### src/hdl/stps_pkg.sv
`timescale 1ns / 1ps
// ----------------------------------------------------------------------------
// Sorted table predecessor search: shared package
// Field widths, codes, controller states and the controller/datapath links.
// ----------------------------------------------------------------------------
package stps_pkg;

    localparam int CFG_W       = 7;   // entry_count register
    localparam int IDX_FIELD_W = 6;   // entry_index / match_index fields
    localparam int POS_FIELD_W = 16;  // entry_position / query_position fields
    localparam int APB_ADDR_W  = 3;
    localparam int APB_DATA_W  = 32;

    // register word index taken from paddr[2]
    localparam logic REG_ENTRY_COUNT = 1'b0;

    localparam logic CMD_WRITE = 1'b0;
    localparam logic CMD_QUERY = 1'b1;

    typedef enum logic [5:0] {
        ST_IDLE  = 6'b000001,
        ST_FIRST = 6'b000010,
        ST_PROBE = 6'b000100,
        ST_LOAD  = 6'b001000,
        ST_WALK  = 6'b010000,
        ST_DONE  = 6'b100000
    } t_state;

    typedef struct packed {
        logic write;    // store one table entry
        logic capture;  // latch query key and count, read slot zero
        logic first;    // check slot zero, open the search range
        logic probe;    // one binary search step
        logic load;     // latch value at the landing slot
        logic walk;     // step right over an equal neighbor
    } t_dp_cmd;

    typedef struct packed {
        logic cnt_zero;   // saturated count is zero
        logic first_gt;   // slot zero lies above the key
        logic probe_end;  // search loop leaves this cycle
        logic has_next;   // a slot follows the landing slot
        logic walk_more;  // neighbor equal and another slot follows
    } t_dp_stat;

endpackage

### src/hdl/stps_ram.sv
`timescale 1ns / 1ps
// ----------------------------------------------------------------------------
// Generic simple dual-port RAM
// One write port, one read port with registered read data.
// ----------------------------------------------------------------------------
module stps_ram #(
    parameter int WIDTH = 16,
    parameter int DEPTH = 64
) (
    input  logic                     i_clk,
    input  logic                     i_we,
    input  logic [$clog2(DEPTH)-1:0] i_waddr,
    input  logic [WIDTH-1:0]         i_wdata,
    input  logic [$clog2(DEPTH)-1:0] i_raddr,
    output logic [WIDTH-1:0]         o_rdata
);

    logic [WIDTH-1:0] r_mem [DEPTH];
    logic [WIDTH-1:0] r_rdata;

    always_ff @(posedge i_clk) begin
        if (i_we) begin
            r_mem[i_waddr] <= i_wdata;
        end
        r_rdata <= r_mem[i_raddr];
    end

    assign o_rdata = r_rdata;

endmodule

### src/hdl/stps_ctrl.sv
`timescale 1ns / 1ps
// ----------------------------------------------------------------------------
// Search controller
// Sequences write, probe, walk and result steps of the datapath.
// ----------------------------------------------------------------------------
module stps_ctrl (
    input  logic               i_clk,
    input  logic               i_rst_n,
    input  logic               i_start,
    input  logic               i_query,
    input  stps_pkg::t_dp_stat i_stat,
    output stps_pkg::t_dp_cmd  o_cmd,
    output logic               o_busy,
    output logic               o_done
);
    import stps_pkg::*;

    t_state r_state;
    t_state n_state;

    always_ff @(posedge i_clk) begin
        if (!i_rst_n) begin
            r_state <= ST_IDLE;
        end else begin
            r_state <= n_state;
        end
    end

    always_comb begin
        n_state = r_state;
        o_cmd   = '0;
        case (r_state)
            ST_IDLE: begin
                if (i_start) begin
                    if (i_query) begin
                        o_cmd.capture = 1'b1;
                        n_state = i_stat.cnt_zero ? ST_DONE : ST_FIRST;
                    end else begin
                        o_cmd.write = 1'b1;
                    end
                end
            end
            ST_FIRST: begin
                o_cmd.first = 1'b1;
                n_state = i_stat.first_gt ? ST_DONE : ST_PROBE;
            end
            ST_PROBE: begin
                o_cmd.probe = 1'b1;
                if (i_stat.probe_end) begin
                    n_state = ST_LOAD;
                end
            end
            ST_LOAD: begin
                o_cmd.load = 1'b1;
                n_state = i_stat.has_next ? ST_WALK : ST_DONE;
            end
            ST_WALK: begin
                o_cmd.walk = 1'b1;
                if (!i_stat.walk_more) begin
                    n_state = ST_DONE;
                end
            end
            ST_DONE: begin
                n_state = ST_IDLE;
            end
            default: begin
                n_state = ST_IDLE;
            end
        endcase
    end

    assign o_busy = (r_state != ST_IDLE);
    assign o_done = (r_state == ST_DONE);

endmodule

### src/hdl/stps_dp.sv
`timescale 1ns / 1ps
// ----------------------------------------------------------------------------
// Search datapath
// Position table RAM, search bounds, probe compare and result registers.
// ----------------------------------------------------------------------------
module stps_dp #(
    parameter int TABLE_DEPTH   = 64,
    parameter int POSITION_BITS = 16
) (
    input  logic                              i_clk,
    input  logic                              i_rst_n,
    input  stps_pkg::t_dp_cmd                 i_dp_cmd,
    output stps_pkg::t_dp_stat                o_stat,
    input  logic [stps_pkg::CFG_W-1:0]        i_entry_count,
    input  logic [stps_pkg::IDX_FIELD_W-1:0]  i_entry_index,
    input  logic [stps_pkg::POS_FIELD_W-1:0]  i_entry_position,
    input  logic [stps_pkg::POS_FIELD_W-1:0]  i_query_position,
    output logic                              o_found,
    output logic [stps_pkg::IDX_FIELD_W-1:0]  o_match_index
);
    import stps_pkg::*;

    localparam int IDX_W     = $clog2(TABLE_DEPTH);
    localparam int CNT_RAW_W = $clog2(TABLE_DEPTH + 2);
    localparam int CW        = (CNT_RAW_W > CFG_W) ? CNT_RAW_W : CFG_W;

    logic [CW-1:0]            cnt_in;
    logic [CW-1:0]            cnt_sat;
    logic [CW-1:0]            r_cnt;
    logic [CW-1:0]            r_lo;
    logic [CW-1:0]            r_hi;
    logic [CW-1:0]            lo_n;
    logic [CW-1:0]            hi_n;
    logic [CW-1:0]            mid_ext;
    logic [CW:0]              sum_n;
    logic [IDX_W-1:0]         r_mid;
    logic [IDX_W-1:0]         mid_n;
    logic [IDX_W-1:0]         mid_e;
    logic [IDX_W-1:0]         mid0;
    logic [IDX_W-1:0]         rd_addr;
    logic [IDX_W-1:0]         wr_addr;
    logic [POSITION_BITS-1:0] r_key;
    logic [POSITION_BITS-1:0] r_val;
    logic [POSITION_BITS-1:0] rdata;
    logic [POSITION_BITS-1:0] wdata;
    logic                     r_found;
    logic                     v_lt;
    logic                     v_gt;
    logic                     v_eq;
    logic                     wr_ok;
    logic                     we;
    logic                     probe_end;

    // table write: drop slots beyond the depth
    assign wr_ok   = (32'(i_entry_index) < 32'(TABLE_DEPTH));
    assign we      = i_dp_cmd.write && wr_ok;
    assign wr_addr = IDX_W'(i_entry_index);
    assign wdata   = POSITION_BITS'(i_entry_position);

    stps_ram #(
        .WIDTH (POSITION_BITS),
        .DEPTH (TABLE_DEPTH)
    ) u_table (
        .i_clk   (i_clk),
        .i_we    (we),
        .i_waddr (wr_addr),
        .i_wdata (wdata),
        .i_raddr (rd_addr),
        .o_rdata (rdata)
    );

    assign cnt_in  = CW'(i_entry_count);
    assign cnt_sat = (cnt_in > CW'(TABLE_DEPTH)) ? CW'(TABLE_DEPTH) : cnt_in;

    assign v_lt    = (rdata < r_key);
    assign v_gt    = (rdata > r_key);
    assign v_eq    = (rdata == r_key);
    assign mid_ext = CW'(r_mid);

    // next search range, upper bound kept exclusive
    always_comb begin
        lo_n = r_lo;
        hi_n = r_hi;
        if (v_lt) begin
            lo_n = mid_ext + CW'(1);
        end else if (v_gt) begin
            hi_n = mid_ext;
        end
    end

    assign sum_n     = {1'b0, lo_n} + {1'b0, hi_n} - (CW + 1)'(1);
    assign mid_n     = IDX_W'(sum_n[CW:1]);
    assign probe_end = v_eq || !(lo_n < hi_n);
    // landing slot when the search ends: the matching slot, else one below the lower bound
    assign mid_e     = v_eq ? r_mid :
                       ((lo_n == '0) ? '0 : IDX_W'(lo_n - CW'(1)));
    assign mid0      = IDX_W'((r_cnt - CW'(1)) >> 1);

    always_comb begin
        rd_addr = r_mid;
        if (i_dp_cmd.capture) begin
            rd_addr = '0;
        end else if (i_dp_cmd.first) begin
            rd_addr = mid0;
        end else if (i_dp_cmd.probe) begin
            rd_addr = probe_end ? mid_e : mid_n;
        end else if (i_dp_cmd.load) begin
            rd_addr = IDX_W'(mid_ext + CW'(1));
        end else if (i_dp_cmd.walk) begin
            rd_addr = IDX_W'(mid_ext + CW'(2));
        end
    end

    always_ff @(posedge i_clk) begin
        if (i_dp_cmd.capture) begin
            r_key   <= POSITION_BITS'(i_query_position);
            r_cnt   <= cnt_sat;
            r_found <= 1'b0;
            r_mid   <= '0;
        end
        if (i_dp_cmd.first) begin
            r_lo <= '0;
            r_hi <= r_cnt;
            if (!v_gt) begin
                r_found <= 1'b1;
                r_mid   <= mid0;
            end
        end
        if (i_dp_cmd.probe) begin
            r_lo  <= lo_n;
            r_hi  <= hi_n;
            r_mid <= probe_end ? mid_e : mid_n;
        end
        if (i_dp_cmd.load) begin
            r_val <= rdata;
        end
        if (i_dp_cmd.walk && (rdata == r_val)) begin
            r_mid <= r_mid + IDX_W'(1);
        end
    end

    assign o_stat.cnt_zero  = (cnt_sat == '0);
    assign o_stat.first_gt  = v_gt;
    assign o_stat.probe_end = probe_end;
    assign o_stat.has_next  = ((mid_ext + CW'(1)) < r_cnt);
    assign o_stat.walk_more = (rdata == r_val) && ((mid_ext + CW'(2)) < r_cnt);

    assign o_found       = r_found;
    assign o_match_index = r_found ? IDX_FIELD_W'(r_mid) : '0;

    a_probe_range : assert property (@(posedge i_clk) disable iff (!i_rst_n)
        i_dp_cmd.probe |-> (r_lo < r_hi))
        else $error("probe with empty search range");

    a_walk_bound : assert property (@(posedge i_clk) disable iff (!i_rst_n)
        i_dp_cmd.walk |-> ((mid_ext + CW'(1)) < r_cnt))
        else $error("walk past last valid entry");

    a_first_nonempty : assert property (@(posedge i_clk) disable iff (!i_rst_n)
        i_dp_cmd.first |-> (r_cnt != '0))
        else $error("search started on empty table");

    a_probe_follows : assert property (@(posedge i_clk) disable iff (!i_rst_n)
        (i_dp_cmd.probe && !probe_end) |=> i_dp_cmd.probe)
        else $error("search left before range closed");

endmodule

### src/hdl/sorted_table_predecessor_search_top.sv
`timescale 1ns / 1ps
// ----------------------------------------------------------------------------
// Sorted table predecessor search: top level
// Table of sorted positions with a binary search for the last entry that is
// not above a query position.
//
// Usage: load entry_count over APB (byte address 0). A transaction is taken
// when start is high and busy is low. cmd 0 writes entry_position into slot
// entry_index in the accept cycle and gives no result; busy stays low, so the
// next write may follow at once. cmd 1 runs a query: busy rises, and the
// answer is valid on o_found / o_match_index while o_done is high for one
// cycle and held until the next query; busy falls in the next cycle.
// A query checks slot zero, then runs binary search probes (at most
// ceil(log2(count+1)), 7 for 64 entries), loads the landing slot and takes
// walk steps over equal right neighbors (none when the landing slot is
// the last valid one, else the equal run plus one, or the run alone when
// it reaches the last valid entry). An empty table skips the search and
// answers straight from the accept state, and a query below the first entry
// answers right after the check of slot zero. Each probe costs one access
// to the single read port of the table RAM; no new transaction is taken
// while a query is busy. The result cannot be stalled.
// Reset clears the controller and entry_count; table contents are kept
// and must be written before they are searched.
// ----------------------------------------------------------------------------
module sorted_table_predecessor_search_top #(
    parameter int TABLE_DEPTH   = 64,
    parameter int POSITION_BITS = 16
) (
    input  logic                              i_clk,
    input  logic                              i_rst_n,
    input  logic                              psel,
    input  logic                              penable,
    input  logic                              pwrite,
    input  logic [stps_pkg::APB_ADDR_W-1:0]   paddr,
    input  logic [stps_pkg::APB_DATA_W-1:0]   pwdata,
    output logic [stps_pkg::APB_DATA_W-1:0]   prdata,
    output logic                              pready,
    input  logic                              start,
    output logic                              busy,
    input  logic                              i_cmd,
    input  logic [stps_pkg::IDX_FIELD_W-1:0]  i_entry_index,
    input  logic [stps_pkg::POS_FIELD_W-1:0]  i_entry_position,
    input  logic [stps_pkg::POS_FIELD_W-1:0]  i_query_position,
    output logic                              o_done,
    output logic                              o_found,
    output logic [stps_pkg::IDX_FIELD_W-1:0]  o_match_index
);
    import stps_pkg::*;

    logic [CFG_W-1:0] r_entry_count;
    logic             cfg_wr;
    logic             reg_sel;
    t_dp_cmd          dp_cmd;
    t_dp_stat         dp_stat;

    assign pready  = 1'b1;
    assign reg_sel = (paddr[2] == REG_ENTRY_COUNT);
    assign cfg_wr  = psel && penable && pwrite && pready && reg_sel;

    always_ff @(posedge i_clk) begin
        if (!i_rst_n) begin
            r_entry_count <= '0;
        end else if (cfg_wr) begin
            r_entry_count <= pwdata[CFG_W-1:0];
        end
    end

    assign prdata = reg_sel ? APB_DATA_W'(r_entry_count) : '0;

    stps_ctrl u_ctrl (
        .i_clk   (i_clk),
        .i_rst_n (i_rst_n),
        .i_start (start),
        .i_query (i_cmd == CMD_QUERY),
        .i_stat  (dp_stat),
        .o_cmd   (dp_cmd),
        .o_busy  (busy),
        .o_done  (o_done)
    );

    stps_dp #(
        .TABLE_DEPTH   (TABLE_DEPTH),
        .POSITION_BITS (POSITION_BITS)
    ) u_dp (
        .i_clk            (i_clk),
        .i_rst_n          (i_rst_n),
        .i_dp_cmd         (dp_cmd),
        .o_stat           (dp_stat),
        .i_entry_count    (r_entry_count),
        .i_entry_index    (i_entry_index),
        .i_entry_position (i_entry_position),
        .i_query_position (i_query_position),
        .o_found          (o_found),
        .o_match_index    (o_match_index)
    );

endmodule

### config.mk
export PLATFORM = sky130hd
export DESIGN_NAME = sorted_table_predecessor_search_top
export DESIGN_NICKNAME = d
export VERILOG_FILES = /design/src/hdl/stps_pkg.sv /design/src/hdl/stps_ram.sv /design/src/hdl/stps_ctrl.sv /design/src/hdl/stps_dp.sv /design/src/hdl/sorted_table_predecessor_search_top.sv
export SDC_FILE = /design/constraint.sdc
export NUM_CORES = 2
export LEC_CHECK = 0
export ABC_AREA = 1
export BUFFER_PORTS_ARGS = -buffer_cell sky130_fd_sc_hd__buf_2
export CAP_MARGIN = 10
export CELL_PAD_IN_SITES_DETAIL_PLACEMENT = 2
export CELL_PAD_IN_SITES_GLOBAL_PLACEMENT = 2
export CORE_UTILIZATION = 46
export CTS_CLUSTER_DIAMETER = 150
export DETAILED_ROUTE_END_ITERATION = 8
export HOLD_SLACK_MARGIN = 0.06
export PLACE_DENSITY = 0.95
export SETUP_SLACK_MARGIN = 0.2
export SLEW_MARGIN = 20
export SYNTH_ARGS = -nofsm -noshare
export SYNTH_HDL_FRONTEND = slang
export SYNTH_HIERARCHICAL = 1
export SYNTH_SLANG_ARGS = --single-unit
### constraint.sdc
create_clock -name i_clk -period 8.6 [get_ports i_clk]
set_clock_uncertainty 0.15 [all_clocks]
set_input_delay 1.29 -clock i_clk [delete_from_list [all_inputs] [get_ports i_clk]]
set_output_delay 1.29 -clock i_clk [all_outputs]
set_load 0.01 [all_outputs]
==> reports/metrics.cfg <==
[run_status]
run_status = complete, no violations

[job]
max-cap-violations = 0

[routing]
initialDrtViolationCount = 5347
detail_route.wl_per_cell_um = 37.49
via_count = 38310
antenna_violating_nets_post_route = 0
totalWireLength_um = 215800
drt-vias-per-instance = 6.656
drt_pass_1_iters = 6
dr_drc_count = 0

[clock_tree]
cts_tree = built
postCtsSetupBuffers = 0
clock_tree.buffer_depth = 3
insertion_delay_ns = 0.78
cts_sinks = 1113
cts.reportedPaths.clkPinSlew_ns = 0.07
cts_max_level = 3
cts.hold.buffers_added = 0
cts_buffers = 114
ctsRootBufferMaster = clkbuf_16
post_cts.resized_instances = 0

[grt]
groute.usage.overall_pct = 41.44
grt_pass1_wl_um = 308900
first_global_vias = 40390
global_route.usage.met1_pct = 49.79
maximum_number_of_pins_on_one_net_before_global_route_repair = 251
globalRouteOverflowTotal = 0
groute.layer.met2.usage_pct = 69.02
use_met3_pct = 6.207
antenna_violations_before_repair = 3
grt-busiest-layer = met2

[placement]
detailed_place.area_um2 = 49250
io_buffers = 68
gp_congestion = 0.8663
dp_hpwl_um = 112400

[worst_setup_path]
start_kind = flip-flop
required_ns = 9.02
timing.critical_path.to_type = flip-flop
worstPathMaxFanout = 250
crit_path_kind = flip-flop to flip-flop
cp_data_arrival_time_ns = 8.36
timing.reg2reg.worst_path_depth = 27

[die]
chipHeight_um = 324.2
die-area_um2 = 105100
top_level_ports = 122
initial_core_util_pct = 46.66
fp-row-count = 117
die-width_um = 324.2
coreArea_um2 = 102300

[finish]
fin_area_um2 = 52910
num_antenna_cells = 0
post_route_cells_drive_above_1_share_pct = 9.526
syn_to_final_growth_pct = 10.81
nNetsFinal = 4419
number_of_filler_cells_placed_in_the_layout = 9886

[hold_path]
depth_of_the_worst_hold_timing_path = 0
worst_hold_path_type = flip-flop to flip-flop

[power_and_ir_drop]
peakVddDrop_v = 0.0002081
p_leak_nw = 19.60
p_per_area_nw_per_um2 = 290.4

[logic_synthesis]
synthesis.yosys.warnings = 6
synth-seq-area-share_pct = 69.24
synth.lib_cells_used.distinct = 52
synthFlopType = edfxtp_1
synthCells = 4242
synth_area_per_cell_um2 = 11.26
mappedNetlistArea_um2 = 47750
synth.cells.most_frequent = nand2_1 (1,410), edfxtp_1 (1,077), nand3_1 (924), nor2_1 (139), inv_1 (126)
ff_latch_count_synth = 1113
share_of_synthesized_registers_carrying_an_async_set_or_reset_pct = 0
post_synth_main_area_contributors = edfxtp_1 (68%), nand2_1 (11%), nand3_1 (9.7%), dfxtp_1 (1.5%), buf_2 (1.2%)
synth_enable_flop_cells = 1077
yosys.cell_count.top_type = nand2_1
synth_top_area_share_pct = 67.73
most_area_hungry_cell_type_in_the_yosys_netlist = edfxtp_1

[timing]
min_period_ns = 7.948
pin_slew_with_the_least_headroom_to_its_limit_ns = 1.226
grt_setup_unrepaired = no
fin_crit_sh_pct = 92.42
hold_violations = 0
finalSetupTns_ns = 0
final_max_slew_viol_count = 0
relSlewSlack_pct = 18.29
fmax_mhz = 125.8
final-setup-viol-count = 0

-- placed cells by master, fill, tap and decap left out, drive strengths merged, types with 36 or more instances in the layout --
cell    Yosys  routed
clkbuf     35     146
nor2      152     152
nand2    1432    1432
dfxtp      36      36
a21oi      43      43
ha         45      45
edfxtp   1077    1077
clkinv      2      52
nand3     932     932
buf       231     177
inv       137     138
-- state kept, by name, indices dropped and copies added, names as in the netlist --
| signal | cells |
|---|---|
| u_dp/o_found | 1 |
| u_dp/r_hi | 7 |
| u_dp/r_mid | 6 |
| u_dp/r_key | 16 |
| u_dp/u_table/o_rdata | 16 |
| u_ctrl/r_state | 6 |
| r_entry_count | 7 |
| u_dp/u_table/r_mem | 1024 |
| u_dp/r_cnt | 7 |
| u_dp/r_val | 16 |
| u_dp/r_lo | 7 |
-- where the power goes --
group | internal [W] | switching (W) | total, W
combinational | 0.000958 | 0.00303 | 0.00399
clock | 0.00279 | 0.00245 | 0.00523
sequential | 0.00604 | 0.000106 | 0.00614
-- layout make-up --
cell class / count / area [um^2] / share of cell area [%]
Timing Repair Buffer: 177 / 1284 / 2.426
Multi-Input combinational cell: 2748 / 12650 / 23.91
Tap cell: 1368 / 1712 / 3.235
Sequential cell: 1113 / 33060 / 62.49
Inverter: 139 / 555.5 / 1.050
Clock inverter: 65 / 581.8 / 1.100
Clock buffer: 146 / 3067 / 5.796
-- cells by family (layout without fill, tap and decap cells) --
kind of cell               after synthesis  in the layout  synth area share, %
xor gates and xnor gates                29             29               0.5319
muxes                                    1              1              0.02096
AOI/OAI and AO/OA                       84             84               0.9591
adders and majority gates               46             46                1.221
and+or+nand+nor                       2562           2562                23.30
other                                    2             26              0.01573
DFF                                   1113           1113                69.24
buffers and inverters                  405            527                4.711
-- metal layers --
metal	part of all wire, %	up-vias
li1	-	14780
met5	0.012	-
met4	7.9	4
met3	8.0	864
met2	49	2949
met1	35	19710
-- path summary, 6_finish.rpt --
| kind | end | startpoint | slack (ns) |
|---|---|---|---|
| max reg2reg | u_dp/u_table/o_rdata[13] | u_dp/r_key[13] | 0.65 |
| max | u_dp/u_table/o_rdata[13] | u_dp/r_key[13] | 0.65 |
| min reg2reg | u_dp/r_val[10] | u_dp/u_table/o_rdata[10] | 0.36 |
| min | u_dp/r_val[10] | u_dp/u_table/o_rdata[10] | 0.36 |
-- worst max-delay path: stages (launching register included) --
cell and delay [ns]:
edfxtp_1 0.39, inv_1 0.16, ha_1 0.30, a21oi_1 0.24
o21ai_1 0.14, a21oi_4 0.37, nand2_4 0.22, nand2_4 0.21
clkinv_1 0.41, o21ai_0 0.58, ha_1 0.33, inv_1 0.09
o21ai_1 0.08, nor2_2 0.15, nand2_4 0.10, nand3_1 0.14
nand3_1 0.20, a21oi_4 0.65, inv_16 0.38, buf_12 0.51
nand2_1 0.18, nand3_1 0.11, nand3_1 0.17, nand2_1 0.13
nand2_1 0.12, nand3_1 0.23, nand3_1 0.32, nand2_1 0.23
-- per-stage QoR --
step | hold WS, ns | std cells | total power (W) | util [%] | worst slack (ns)
5_1_grt | 0.3737 | 5756 | 0.01567 | 51.71 | 0.7044
6_report | 0.3631 | 5756 | 0.01536 | 51.71 | 0.6523
4_1_cts | 0.3579 | 5756 | 0.01524 | 51.70 | 1.074
3_5_place_dp | 0.3431 | 5545 | 0.009818 | 48.13 | 1.473
3_3_place_gp | 0.3316 | 5545 | 0.009416 | 48.13 | 1.889
2_1_floorplan | 0.2842 | 4266 | 0.008507 | - | 4.306
Note: power is estimated with default switching activity, not from simulation.
